### src/design/twv_pkg.sv
package twv_pkg;

	// Width of one control value, signed Q1.15 at the default width.
	localparam int VALUE_WIDTH = 16;
	// The tolerance register is always 15 bits wide.
	localparam int TOL_W       = 15;
	localparam int NUM_CH      = 3;

	// Channel positions in the channel arrays.
	localparam int CH_A   = 0;
	localparam int CH_B   = 1;
	localparam int CH_OWN = 2;

	// Sum of three values, its magnitude and the reciprocal used to divide by three.
	localparam int SUM_W   = VALUE_WIDTH + 2;
	localparam int MAG_W   = VALUE_WIDTH + 1;
	localparam int RECIP_K = MAG_W;
	localparam int PROD_W  = MAG_W + RECIP_K;
	localparam logic [RECIP_K-1:0] RECIP3 = RECIP_K'((64'd1 << RECIP_K) / 3);

	// Deviation magnitudes and the width used to compare them with the tolerance.
	localparam int DEV_W = VALUE_WIDTH + 1;
	localparam int CMP_W = (DEV_W > TOL_W) ? DEV_W : TOL_W;

	typedef logic signed [VALUE_WIDTH-1:0] value_t;
	typedef logic signed [SUM_W-1:0]       sum_t;
	typedef logic [TOL_W-1:0]              tol_t;
	typedef logic [DEV_W-1:0]              dev_t;

	// 0.02 in Q1.15, truncated.
	localparam tol_t TOL_RESET = TOL_W'(655);

	typedef enum logic [1:0] {
		DEC_ALL  = 2'd0,
		DEC_PAIR = 2'd1,
		DEC_OWN  = 2'd2
	} decision_t;

	typedef enum logic [1:0] {
		EXCL_A    = 2'd0,
		EXCL_B    = 2'd1,
		EXCL_OWN  = 2'd2,
		EXCL_NONE = 2'd3
	} excl_t;

	// Magnitude of the difference of two values.
	function automatic dev_t abs_diff(value_t x, value_t y);
		logic signed [DEV_W-1:0] d;
		d = DEV_W'(x) - DEV_W'(y);
		return d[DEV_W-1] ? dev_t'(-d) : dev_t'(d);
	endfunction

	// True when a deviation magnitude counts as agreement.
	function automatic logic within_tol(dev_t d, tol_t t);
		return CMP_W'(d) <= CMP_W'(t);
	endfunction

endpackage

### src/design/twv_div3.sv
module twv_div3 import twv_pkg::*; (
	input  logic   clk,
	input  sum_t   sum_s1,
	output value_t mean_s3
);

	// Division by three, truncated toward zero, done on the magnitude: a multiply by the
	// reciprocal in the first stage, then one correction step and the sign in the second.
	logic [SUM_W-1:0]   abs_full;
	logic [MAG_W-1:0]   mag;
	logic [PROD_W-1:0]  prod;
	logic [MAG_W-1:0]   q0_s2;
	logic [MAG_W-1:0]   mag_s2;
	logic               neg_s2;
	logic [MAG_W:0]     three_q;
	logic [MAG_W:0]     rem;
	logic [MAG_W-1:0]   quot;

	always_comb begin
		abs_full = sum_s1[SUM_W-1] ? SUM_W'(-sum_s1) : SUM_W'(sum_s1);
		mag      = abs_full[MAG_W-1:0];
		prod     = PROD_W'(mag) * PROD_W'(RECIP3);
	end

	always_ff @(posedge clk) begin
		q0_s2  <= prod[PROD_W-1:RECIP_K];
		mag_s2 <= mag;
		neg_s2 <= sum_s1[SUM_W-1];
	end

	// The estimate is at most one below the true quotient.
	always_comb begin
		three_q = {q0_s2, 1'b0} + {1'b0, q0_s2};
		rem     = {1'b0, mag_s2} - three_q;
		quot    = q0_s2 + MAG_W'(rem >= (MAG_W + 1)'(3));
	end

	always_ff @(posedge clk) begin
		mean_s3 <= neg_s2 ? value_t'(-quot) : value_t'(quot);
	end

endmodule

### src/design/twv_lane.sv
module twv_lane import twv_pkg::*; (
	input  logic   clk,
	input  value_t value_s3,
	input  value_t mean_s3,
	input  tol_t   tolerance,
	output dev_t   dev_s4
);

	// Deviation of one channel from the mean of three; inside tolerance it counts as zero.
	dev_t dev;

	always_comb begin
		dev = abs_diff(value_s3, mean_s3);
	end

	always_ff @(posedge clk) begin
		dev_s4 <= within_tol(dev, tolerance) ? '0 : dev;
	end

endmodule

### src/design/twv_merge.sv
module twv_merge import twv_pkg::*; (
	input  logic         clk,
	input  logic         arst_n,
	input  logic         valid_s4,
	input  dev_t         dev_s4 [NUM_CH],
	input  value_t       ch_s4 [NUM_CH],
	input  value_t       mean_s4,
	input  tol_t         tolerance,
	output logic         done,
	output value_t       voted_value,
	output logic [1:0]   decision,
	output logic [1:0]   excluded_channel
);

	typedef struct packed {
		logic  any;
		excl_t worst;
	} vote_ctl_t;

	vote_ctl_t ctl;
	value_t    va;
	value_t    vb;

	logic      v_s5, v_s6, v_s7;
	vote_ctl_t ctl_s5, ctl_s6;
	value_t    va_s5, vb_s5, own_s5, mean_s5;
	value_t    va_s6, vb_s6, own_s6, mean_s6, pmean_s6;
	logic signed [VALUE_WIDTH:0] psum;
	logic signed [VALUE_WIDTH:0] pround;
	logic      pair_ok;
	value_t    voted_s7;
	decision_t decision_s7;
	excl_t     excluded_s7;

	// Largest deviation wins; a tie keeps the lower channel.
	always_comb begin
		ctl.any = (dev_s4[CH_A] != '0) || (dev_s4[CH_B] != '0) || (dev_s4[CH_OWN] != '0);
		if (dev_s4[CH_A] < dev_s4[CH_B]) begin
			ctl.worst = (dev_s4[CH_B] < dev_s4[CH_OWN]) ? EXCL_OWN : EXCL_B;
		end else begin
			ctl.worst = (dev_s4[CH_A] < dev_s4[CH_OWN]) ? EXCL_OWN : EXCL_A;
		end
		unique case (ctl.worst)
			EXCL_A: begin
				va = ch_s4[CH_B];
				vb = ch_s4[CH_OWN];
			end
			EXCL_B: begin
				va = ch_s4[CH_A];
				vb = ch_s4[CH_OWN];
			end
			default: begin
				va = ch_s4[CH_A];
				vb = ch_s4[CH_B];
			end
		endcase
	end

	always_ff @(posedge clk) begin
		ctl_s5  <= ctl;
		va_s5   <= va;
		vb_s5   <= vb;
		own_s5  <= ch_s4[CH_OWN];
		mean_s5 <= mean_s4;
	end

	// Mean of the remaining pair, truncated toward zero.
	always_comb begin
		psum   = (VALUE_WIDTH + 1)'(va_s5) + (VALUE_WIDTH + 1)'(vb_s5);
		pround = psum + $signed({{VALUE_WIDTH{1'b0}}, psum[VALUE_WIDTH]});
	end

	always_ff @(posedge clk) begin
		ctl_s6   <= ctl_s5;
		va_s6    <= va_s5;
		vb_s6    <= vb_s5;
		own_s6   <= own_s5;
		mean_s6  <= mean_s5;
		pmean_s6 <= pround[VALUE_WIDTH:1];
	end

	always_comb begin
		pair_ok = within_tol(abs_diff(va_s6, pmean_s6), tolerance)
			&& within_tol(abs_diff(vb_s6, pmean_s6), tolerance);
	end

	always_ff @(posedge clk) begin
		if (!ctl_s6.any) begin
			voted_s7    <= mean_s6;
			decision_s7 <= DEC_ALL;
			excluded_s7 <= EXCL_NONE;
		end else if (pair_ok) begin
			voted_s7    <= pmean_s6;
			decision_s7 <= DEC_PAIR;
			excluded_s7 <= ctl_s6.worst;
		end else begin
			voted_s7    <= own_s6;
			decision_s7 <= DEC_OWN;
			excluded_s7 <= ctl_s6.worst;
		end
	end

	always_ff @(posedge clk or negedge arst_n) begin
		if (!arst_n) begin
			v_s5 <= 1'b0;
			v_s6 <= 1'b0;
			v_s7 <= 1'b0;
		end else begin
			v_s5 <= valid_s4;
			v_s6 <= v_s5;
			v_s7 <= v_s6;
		end
	end

	assign done             = v_s7;
	assign voted_value      = voted_s7;
	assign decision         = decision_s7;
	assign excluded_channel = excluded_s7;

	a_all_means_none: assert property (@(posedge clk) disable iff (!arst_n)
		(done && decision == DEC_ALL) |-> excluded_channel == EXCL_NONE)
		else $error("full agreement reported with an excluded channel");

	a_split_names_channel: assert property (@(posedge clk) disable iff (!arst_n)
		(done && decision != DEC_ALL) |-> excluded_channel != EXCL_NONE)
		else $error("disagreement reported without an excluded channel");

	a_decision_code: assert property (@(posedge clk) disable iff (!arst_n)
		done |-> (decision == DEC_ALL || decision == DEC_PAIR || decision == DEC_OWN))
		else $error("unknown decision code delivered");

endmodule

### src/design/three_way_tolerance_voter.sv
// Channel     | Direction | Handshake          | Payload
// ------------+-----------+--------------------+---------------------------------------------
// input item  | in        | start, busy        | own_value, peer_a/b_value, peer_a/b_valid
// result      | out       | done (strobe)      | voted_value, decision, excluded_channel
// tolerance   | in        | tolerance_we       | tolerance_wdata
//
// A new item may be started in every cycle; busy is always low.
// Each item gives one result, registered through the pipeline stages of input
// register, reciprocal multiply, quotient correction, lane deviations, worst-channel choice,
// pair mean and final selection.
// Reset clears the pipeline valid bits and loads the tolerance with 0.02 in Q1.15.
// The receiver cannot stall: done is high for one cycle per result.
module three_way_tolerance_voter import twv_pkg::*; (
	input  logic         clk,
	input  logic         arst_n,
	input  logic         start,
	output logic         busy,
	input  value_t       own_value,
	input  value_t       peer_a_value,
	input  logic         peer_a_valid,
	input  value_t       peer_b_value,
	input  logic         peer_b_valid,
	input  logic         tolerance_we,
	input  tol_t         tolerance_wdata,
	output logic         done,
	output value_t       voted_value,
	output logic [1:0]   decision,
	output logic [1:0]   excluded_channel
);

	logic   accept;
	tol_t   tol_q;
	value_t a_sel;
	value_t b_sel;
	sum_t   sum_in;

	logic   v_s1, v_s2, v_s3, v_s4;
	value_t ch_s1 [NUM_CH];
	value_t ch_s2 [NUM_CH];
	value_t ch_s3 [NUM_CH];
	value_t ch_s4 [NUM_CH];
	sum_t   sum_s1;
	value_t mean_s3;
	value_t mean_s4;
	dev_t   dev_s4 [NUM_CH];

	// There is no back-pressure anywhere in the pipeline.
	assign busy   = 1'b0;
	assign accept = start && !busy;

	// The tolerance is to be rewritten only while no transfer is in flight, so that every stage
	// reads the live register; the block itself does not enforce this.
	always_ff @(posedge clk or negedge arst_n) begin
		if (!arst_n) begin
			tol_q <= TOL_RESET;
		end else if (tolerance_we) begin
			tol_q <= tolerance_wdata;
		end
	end

	// An invalid peer value is replaced by the own value before anything else.
	always_comb begin
		a_sel  = peer_a_valid ? peer_a_value : own_value;
		b_sel  = peer_b_valid ? peer_b_value : own_value;
		sum_in = sum_t'(a_sel) + sum_t'(b_sel) + sum_t'(own_value);
	end

	// The channel values travel alongside the divider until the lanes need them.
	always_ff @(posedge clk) begin
		ch_s1[CH_A]   <= a_sel;
		ch_s1[CH_B]   <= b_sel;
		ch_s1[CH_OWN] <= own_value;
		sum_s1        <= sum_in;
		ch_s2         <= ch_s1;
		ch_s3         <= ch_s2;
		ch_s4         <= ch_s3;
		mean_s4       <= mean_s3;
	end

	always_ff @(posedge clk or negedge arst_n) begin
		if (!arst_n) begin
			v_s1 <= 1'b0;
			v_s2 <= 1'b0;
			v_s3 <= 1'b0;
			v_s4 <= 1'b0;
		end else begin
			v_s1 <= accept;
			v_s2 <= v_s1;
			v_s3 <= v_s2;
			v_s4 <= v_s3;
		end
	end

	// Mean of the three channels, truncated toward zero.
	twv_div3 u_div3 (
		.clk     (clk),
		.sum_s1  (sum_s1),
		.mean_s3 (mean_s3)
	);

	// One lane per channel measures its deviation from the mean.
	for (genvar g = 0; g < NUM_CH; g++) begin : g_lane
		twv_lane u_lane (
			.clk       (clk),
			.value_s3  (ch_s3[g]),
			.mean_s3   (mean_s3),
			.tolerance (tol_q),
			.dev_s4    (dev_s4[g])
		);
	end

	// The merging stage picks the channel to drop, forms the pair mean and decides.
	twv_merge u_merge (
		.clk              (clk),
		.arst_n           (arst_n),
		.valid_s4         (v_s4),
		.dev_s4           (dev_s4),
		.ch_s4            (ch_s4),
		.mean_s4          (mean_s4),
		.tolerance        (tol_q),
		.done             (done),
		.voted_value      (voted_value),
		.decision         (decision),
		.excluded_channel (excluded_channel)
	);

endmodule
### config.mk
export PLATFORM = sky130hd
export DESIGN_NAME = three_way_tolerance_voter
export DESIGN_NICKNAME = d
export VERILOG_FILES = /design/src/design/twv_pkg.sv /design/src/design/twv_div3.sv /design/src/design/twv_lane.sv /design/src/design/twv_merge.sv /design/src/design/three_way_tolerance_voter.sv
export SDC_FILE = /design/constraint.sdc
export NUM_CORES = 1
export LEC_CHECK = 0
export BUFFER_PORTS_ARGS = -buffer_cell sky130_fd_sc_hd__buf_2
export CORE_ASPECT_RATIO = 0.5
export CORE_MARGIN = 3
export CORE_UTILIZATION = 23
export CTS_BUF_LIST = sky130_fd_sc_hd__clkbuf_8
export DETAILED_ROUTE_END_ITERATION = 8
export GPL_TIMING_DRIVEN = 0
export PLACE_DENSITY_LB_ADDON = 0.05
export SLEW_MARGIN = 20
export SYNTH_ARGS = -nofsm -noshare
export SYNTH_HDL_FRONTEND = slang
export SYNTH_SLANG_ARGS = --single-unit
### constraint.sdc
create_clock -name clk -period 9.8 [get_ports clk]
set_input_delay 0.98 -clock clk [delete_from_list [all_inputs] [get_ports clk]]
set_output_delay 0.98 -clock clk [all_outputs]
set_load 0.01 [all_outputs]
### Word-level counts from Yosys, hierarchy flattened

Cells that the tools add are included.

| word-level totals | value |
|---|---|
| register bits | 519 |
| input port bits | 69 |
| logic and storage cells | 100 |

| cells by class | value |
|---|---|
| $add $sub $neg | 19 |
| $mul | 1 |
| order comparisons | 9 |
| equal/unequal tests | 1 |
| mux-type cells | 17 |
| reduce and logical (&&, ||, !) cells | 8 |

Operators with widths:

| kind | number |
|---|---|
| 2-to-1 mux 16 bit | 7 |
| 2-to-1 mux 17 bit | 6 |
| negator 17 bit | 6 |
| <= comparator 17 x 15 -> 1 bit | 5 |
| subtractor 16 x 16 -> 17 bit | 5 |
| less-than comparator 17 bit | 3 |
| nonzero test 17 bit | 3 |
| adder 17 x 16 -> 18 bit | 2 |
| adder 16 x 16 -> 17 bit | 2 |
| multiplier 17 x 15 -> 32 bit (second input constant) | 1 |
| >= comparator 18 x 2 -> 1 bit (second input constant) | 1 |
| subtractor 17 x 18 -> 18 bit | 1 |
| adder 17 x 2 -> 17 bit | 1 |
| adder 16 x 1 -> 16 bit | 1 |
| negator 16 bit | 1 |
| 2-to-1 mux 2 bit | 4 |
| equality test 2 x 1 -> 1 bit (second input constant) | 1 |
| logical NOT 2 bit | 1 |
| logical OR 1 bit | 2 |
| OR reduction 2 bit | 1 |
| logical AND 1 bit | 1 |

### Logic depth before layout (Yosys ltp)

Gate-level depths: netlist of the first run.

| logic depth | value |
|---|---|
| depth in word-level cells | 7 |
| gate-level depth with buffers | 26 |
| gate-level depth less buffers | 26 |

### By module

From an unflattened synthesis of the first run, not the netlist that was laid out.

| unflattened totals | value |
|---|---|
| cells, all modules | 3,156 |
| area, all modules | 31,089.8 um2 |

By module, submodules not included:

| module | instances | cells an instance | area an instance (um2) | seq. area each (um2) |
|---|---|---|---|---|
| twv_merge | 1 | 1,054 | 9,979.6 | 3,478.3 |
| twv_div3 | 1 | 771 | 7,359.6 | 1,001.0 |
| three_way_tolerance_voter | 1 | 442 | 6,730.2 | 5,007.3 |
| twv_lane (g_lane[1].u_lane ...) | 2 | 304 | 2,354.8 | 340.3 |
| twv_lane (g_lane[0].u_lane) | 1 | 281 | 2,311.0 | 340.3 |

### Least setup slack after synthesis of the first run

No wires, ideal clock.

| timing | value |
|---|---|
| path kind | reg2reg |
| start point | register sum_s1[6] |
| end point | register u_div3.q0_s2[15] |
| setup time | 0.078 ns |
| arrival | 6.666 ns |
| data required time | 9.722 ns |
| setup slack | 3.056 ns |
| stages on the path, launching flop included | 23 |
| buffers on the path | 0 |
| cell sequence | dfxtp_1 -> or4_1 -> or3_1 -> o41ai_1 -> xnor2_1 -> ha_1 -> ha_1 -> fa_1 -> fa_1 -> fa_1 -> inv_1 -> fa_1 -> inv_1 -> ha_1 -> nor4_1 -> nor2_1 -> a21oi_1 -> a21oi_1 -> o41ai_1 -> o21ai_0 -> o41a_1 -> and4_1 -> nor3_1 |

| between the ends | value |
|---|---|
| cells in the longest elaborated chain, start to end | 3 |

Ends and longest elaborated chain:

| item | line | text |
|---|---|---|
| from (decl) | three_way_tolerance_voter.sv:42 | `sum_t sum_s1;` |
| from (signal assigned) | three_way_tolerance_voter.sv:73 | `sum_s1 <= sum_in;` |
| negator 17 bit | twv_div3.sv:20 | `abs_full = sum_s1[SUM_W-1] ? SUM_W'(-sum_s1) : SUM_W'(sum_s1);` |
| 2-to-1 mux 17 bit | twv_div3.sv:20 |  |
| via u_div3.abs_full[13] | twv_div3.sv:9 | `logic [SUM_W-1:0] abs_full;` |
| multiplier 17 x 15 -> 32 bit | twv_div3.sv:22 | `prod = PROD_W'(mag) * PROD_W'(RECIP3);` |
| via u_div3.prod[32] | twv_div3.sv:11 | `logic [PROD_W-1:0] prod;` |
| to (signal assigned) | twv_div3.sv:26 | `q0_s2 <= prod[PROD_W-1:RECIP_K];` |
| to (decl) | twv_div3.sv:12 | `logic [MAG_W-1:0] q0_s2;` |

The timed path passes the listed nets, and every way through them passes these cells.
A chain may end at the register's enable or synchronous reset.

### Worst setup path in the final report of the first run

Same ends and word-level chain as after synthesis.

==> results.md, run 1 <==
- Status: complete, no violations
- Post-CTS repair timing setup buffer count: 0
- P&R area growth vs syn: 15.3%
- CTS tree: built
- Initial antenna violation count: 9
- Clock-pin slew on the worst setup and hold paths: 70 ps
- CTS Sinks: 519
- Final nets: 3742
- # resized after CTS: 0
- Routed via count: 21342
- Post-Route WL: 98.3 mm
- DIE AREA: 0.133 mm^2
- Drt first pass iters: 5
- WP data arrival: 8870 ps
- Most frequent cells in the layout: dfxtp_1, ha_1, inv_1
- CP max stage delay: 720 ps
- Critical Path Source Type: register
- Dpl cells: 4766
- Setup TNS: 0 ps
- CP Class: reg -> reg
- Number of global-route vias before repair: 21983
- #FFs+latches synth: 519
- Num CTS Buffers: 87
- Residual DRC count: 0
- Vias per Instance: 4.33
- Drt initial violations: 1191
- Slew Limit Fails: 0
- Top-level port count: 91
- Die Y: 259 um
- Starting Density: 0.233
- Cells after synthesis: 2988
- # hold bufs at CTS: 0
- Yosys cell types: 100
- Commonest non-fill, non-tap cell in the layout: dfxtp_1
- Die W: 512 um
- Worst path required time: 10450 ps
- Final hold violations: 0
- EDFF count, synth: 0
- Final min period: 8220 ps
- Most used cell, CP: fa_1
- Final setup viols: 0
- MaxCap Viol Count: 0
- Worst Skew: 34.9 ps
- RePlAce Congestion: 0.811
- Post-DRT Antenna Nets: 0
- Multi-input gate area: 0.0175 mm^2
- CP Max Fanout: 5
- Fillers: 13569
- Grt total ovfl: 0
- CP Capture Type: register
- CORE AREA: 0.127 mm^2
- Worst Tran Pin Value: 1020 ps
- Slew margin rel.: 0.316
- Ys async rst share: 0.0424
- Most used DFF post-synth: dfxtp_1
- Fin crit share: 0.839
- Share of cells above drive strength 1: 0.109
- Post-Syn Area: 0.0295 mm^2
- Yosys warnings: 0
- Seq/Total Area, Yosys: 0.357
- RSZ-0062 raised after global routing: false
- Non-filler instance count after layout: 4931
- Drt wl/cell: 19.9 um
- Critical path buffer and inverter count: 0
- Hold WC Path Type: in -> async
- Avg Cell Area, Syn: 9.86 um^2
- IO buf count: 86
- Rows: 92
- F_max: 0.122 GHz
- Total track usage: 0.148
- Clock Path Buffers: 3
- Root buf cell: clkbuf_8
- Family with the most delay on the worst path: adder cells
- First-pass GRT wire length: 146 mm
- Register Area: 0.0105 mm^2
- Worst path cell trace: or4_1 -> or3_1 -> o31a_1 -> xor2_1 -> ha_1 -> ha_1 -> fa_1 -> fa_1 -> fa_1 -> fa_1 -> ha_1 -> nor4_1 -> o21ai_0 -> a21oi_1 -> a21oi_1 -> o41ai_1 -> o21ai_0 -> o41a_1 -> and4_1 -> nor3_1
- Post-DP HPWL: 81.6 mm
- Number of nets produced by synthesis: 3567
- Clock latency on the worst-skew pair: 750 ps
- Worst path slowest cell: xor2_1
- Largest net degree at the start of global routing: 23
- Number of H-tree levels: 3
-- metrics by stage --
step | hold slack, ps | worst slack (ps) | instance area, um^2 | utilization
2_1_floorplan | 310 | 3060 | 29500 | -
3_3_place_gp | 311 | 1340 | 32000 | 0.253
3_5_place_dp | 312 | 1440 | 32000 | 0.253
4_1_cts | 115 | 1360 | 33900 | 0.268
5_1_grt | 163 | 935 | 34000 | 0.268
6_report | 205 | 1580 | 34000 | 0.268
-- registers in the layout, summed over array words and instances, names as in the netlist, 17 cells and up --
name	cells
u_div3.mag_s2	17
ch_s1	48
g_lane.u_lane.dev_s4	51
ch_s2	48
sum_s1	18
ch_s3	48
ch_s4	48
-- Yosys cell counts, drive strengths merged, types with 13 or more instances --
master | number | area [um^2]
nand2b | 33 | 206
o21bai | 17 | 128
dfxtp | 497 | 9950
nor2b | 44 | 275
clkbuf | 31 | 119
mux2 | 65 | 732
xor2 | 73 | 639
o31ai | 18 | 135
nor3 | 65 | 335
a211oi | 19 | 158
o21ai | 130 | 651
a31oi | 28 | 175
o211ai | 21 | 158
nand2 | 117 | 439
o21a | 36 | 270
inv | 335 | 1260
or3 | 29 | 190
a21oi | 142 | 718
and2 | 20 | 128
nor2 | 187 | 702
ha | 397 | 4970
a21o | 63 | 474
or2 | 13 | 81.3
nand4 | 34 | 213
xnor2 | 147 | 1290
and3 | 14 | 87.6
nand3 | 56 | 280
dfrtp | 16 | 400
fa | 113 | 2260
nor4 | 33 | 206
-- per-layer routing --
metal	up-vias	global-route usage	routed length [um]
met1	10161	0.212	50300
met2	277	0.235	43200
met3	109	0.0234	3360
met4	0	0.0278	1420
li1	10795	-	-
met5	-	0	0
-- worst paths after layout --
check | cells after the start | startpoint | end | slack [ps]
setup / recovery | 20 | sum_s1[6] | u_div3.q0_s2[15] | 1580
hold / removal | 1 | arst_n | tol_q[14] | 210
setup reg to reg | 20 | sum_s1[6] | u_div3.q0_s2[15] | 1580
hold reg to reg | 0 | u_merge.own_s5[0] | u_merge.own_s6[0] | 320
max in group asynchronous | 1 | arst_n | tol_q[9] | 9220
min in group clk | 0 | u_merge.own_s5[0] | u_merge.own_s6[0] | 320
-- cells by family after synthesis --
kind of cell	count (synthesis)	synth area share
AO/OA/AOI/OAI	598	0.135
XOR/XNOR	220	0.0654
flip-flops	519	0.357
multiplexers	71	0.0273
AND/OR/NAND/NOR	690	0.120
other	1	0.000127
adder cells (fa/ha/maj)	510	0.245
buffers and inverters	379	0.0503
-- cell type report --
type,instances,area share
plain buffers,44,0.00667
clock inverters,54,0.0139
repair buffers,86,0.0127
well taps,1692,0.0623
clock buffers,105,0.0425
inverters,335,0.0370
flip-flops and latches,519,0.309
multi-input cells,2090,0.515
diodes,6,0.000442
Power of run 1 is left out: the tool's default activity adds up to more than one toggle a clock period on the data nets, which glitch-free logic cannot reach.
==> run 2: changes to the inputs <==
Clock period 9.8 ns to 7.5 ns, I/O delays scaled along.
==> results.md, run 2 (synthesis gave the netlist of run 1 again) <==
- CORE AREA: 0.127 mm^2
- Die Y: 259 um
- Setup TNS: 0 ps
- Post-DRT Antenna Nets: 0
- Grt total ovfl: 0
- Worst Hold End: v_s1
- Final hold violations: 0
- Clock Path Buffers: 3
- Root buf cell: clkbuf_8
- Number of H-tree levels: 3
- CP Class: reg -> reg
- Most frequent cells in the layout: dfxtp_1, ha_1, inv_1
- Slew Limit Fails: 0
- Routed via count: 21459
- Clock-pin slew on the worst setup and hold paths: 70 ps
- Drt initial violations: 1170
- CTS Sinks: 519
- Final min period: 7200 ps
- Reg-to-reg slack, setup: 300 ps
- Residual DRC count: 0
- Rows: 92
- Worst Tran Pin Value: 927 ps
- Final setup viols: 0
- Share of cells above drive strength 1: 0.124
- Final nets: 3759
- Starting Density: 0.233
- Max reg flops: 51
- IO buf count: 86
- DIE AREA: 0.133 mm^2
- Worst reg-to-reg path cell count: 23
- RR Endpoint: u_div3.q0_s2[15]
- Largest Register: g_lane.u_lane.dev_s4
- Slew margin rel.: 0.378
- Hold WC Path Type: in -> reg
- Hold Path Depth: 1
- Num CTS Buffers: 87
- Top-level port count: 91
- WP data arrival: 7850 ps
- Vias per Instance: 4.34
- Number of global-route vias before repair: 22019
- Commonest non-fill, non-tap cell in the layout: dfxtp_1
- CP Capture Type: register
- P&R area growth vs syn: 16.8%
- Post-DP HPWL: 81.6 mm
- Worst r2r src: sum_s1[6]
- RePlAce Congestion: 0.811
- Largest net degree at the start of global routing: 23
- Post-Route WL: 98.6 mm
- Die W: 512 um
- Fin crit share: 0.960
- Worst path required time: 8160 ps
- Worst Skew: 36.1 ps
- Drt wl/cell: 19.9 um
- CTS tree: built
- Status: complete, no violations
- First-pass GRT wire length: 146 mm
- Hold path start: start
- Critical Path Source Type: register
- Initial antenna violation count: 9
- MaxCap Viol Count: 0
- Total track usage: 0.148
- F_max: 0.139 GHz
- Drt first pass iters: 5
- CP Max Fanout: 5
- Clock latency on the worst-skew pair: 750 ps
-- run 2: cell types whose count changed in the layout (fill, tap and decap cells not counted), moves of 5 or more --
| cell | previous run | this run |
|---|---|---|
| buf_4 | 3 | 19 |
| ha_1 | 397 | 392 |
| xnor2_1 | 146 | 134 |
| o21ai_0 | 126 | 119 |
| xnor2_2 | 1 | 9 |
-- run 2: routing by layer --
| layer | global-route usage | part of all wire | vias to the layer above |
|---|---|---|---|
| met3 | 0.0237 | 0.027 | 111 |
| li1 | - | - | 10828 |
| met2 | 0.235 | 0.44 | 271 |
| met1 | 0.212 | 0.52 | 10249 |
| met4 | 0.0278 | 0.015 | 0 |
| met5 | 0 | 0 | - |
-- run 2: metrics by stage --
step / setup slack [ps] / std cells / util / hold slack (ps) / cell area (um^2)
after floorplan: 756 / 2988 / - / 310 / 29500
after global placement: -959 / 4766 / 0.253 / 311 / 32000
after detailed placement: -858 / 4766 / 0.253 / 312 / 32000
after CTS: 40.9 / 4926 / 0.269 / 7.86 / 34100
after global routing: -6.01 / 4946 / 0.272 / 25.9 / 34400
final: 302 / 4948 / 0.272 / 115 / 34400
-- run 2: cell type report --
type / instances / area (um^2)
antenna: 6 / 15.0
sequential: 519 / 10500
multi-input combinational: 2090 / 17800
buffer: 44 / 228
clock inverter: 54 / 472
timing repair buffer: 103 / 561
tap: 1692 / 2120
inverter: 335 / 1260
clock buffer: 105 / 1450
fill: 13531 / 92200
-- run 2: worst max path at each step --
stage | depth (start not counted) | to | from | slack, ps
after CTS | 22 | u_div3.q0_s2[15] | sum_s1[6] | 40
after floorplan | 22 | u_div3.q0_s2[15] | sum_s1[6] | 760
after global placement | 20 | u_div3.q0_s2[15] | sum_s1[6] | -960
after detailed placement | 20 | u_div3.q0_s2[15] | sum_s1[6] | -860
after global routing | 23 | u_div3.q0_s2[15] | sum_s1[6] | -6
final | 23 | u_div3.q0_s2[15] | sum_s1[6] | 300
-- run 2: what timing repair did --
item / in CTS / in global routing
setup buffers: 0 / 16
hold endpoints to repair: 16 / 0
pin swaps: 0 / 10
resized for setup: 18 / 37
endpoints found under the setup margin: 9 / 9
hold buffers: 1 / 0
-- run 2: critical path, stage by stage, from the launching register on --
cell,delay [ps]
dfxtp_1,370
or4_1,570
or3_4,430
o41ai_4,470
xnor2_4,230
ha_4,280
ha_1,300
fa_1,520
fa_1,440
fa_1,550
inv_1,50
fa_1,500
inv_1,40
ha_1,330
nor4_2,220
nor2_1,80
a21oi_2,110
buf_4,150
a21oi_4,90
o41ai_4,380
o21ai_2,130
o41a_1,440
and4_1,230
nor3_2,170
Power of run 2 is left out for the same reason.
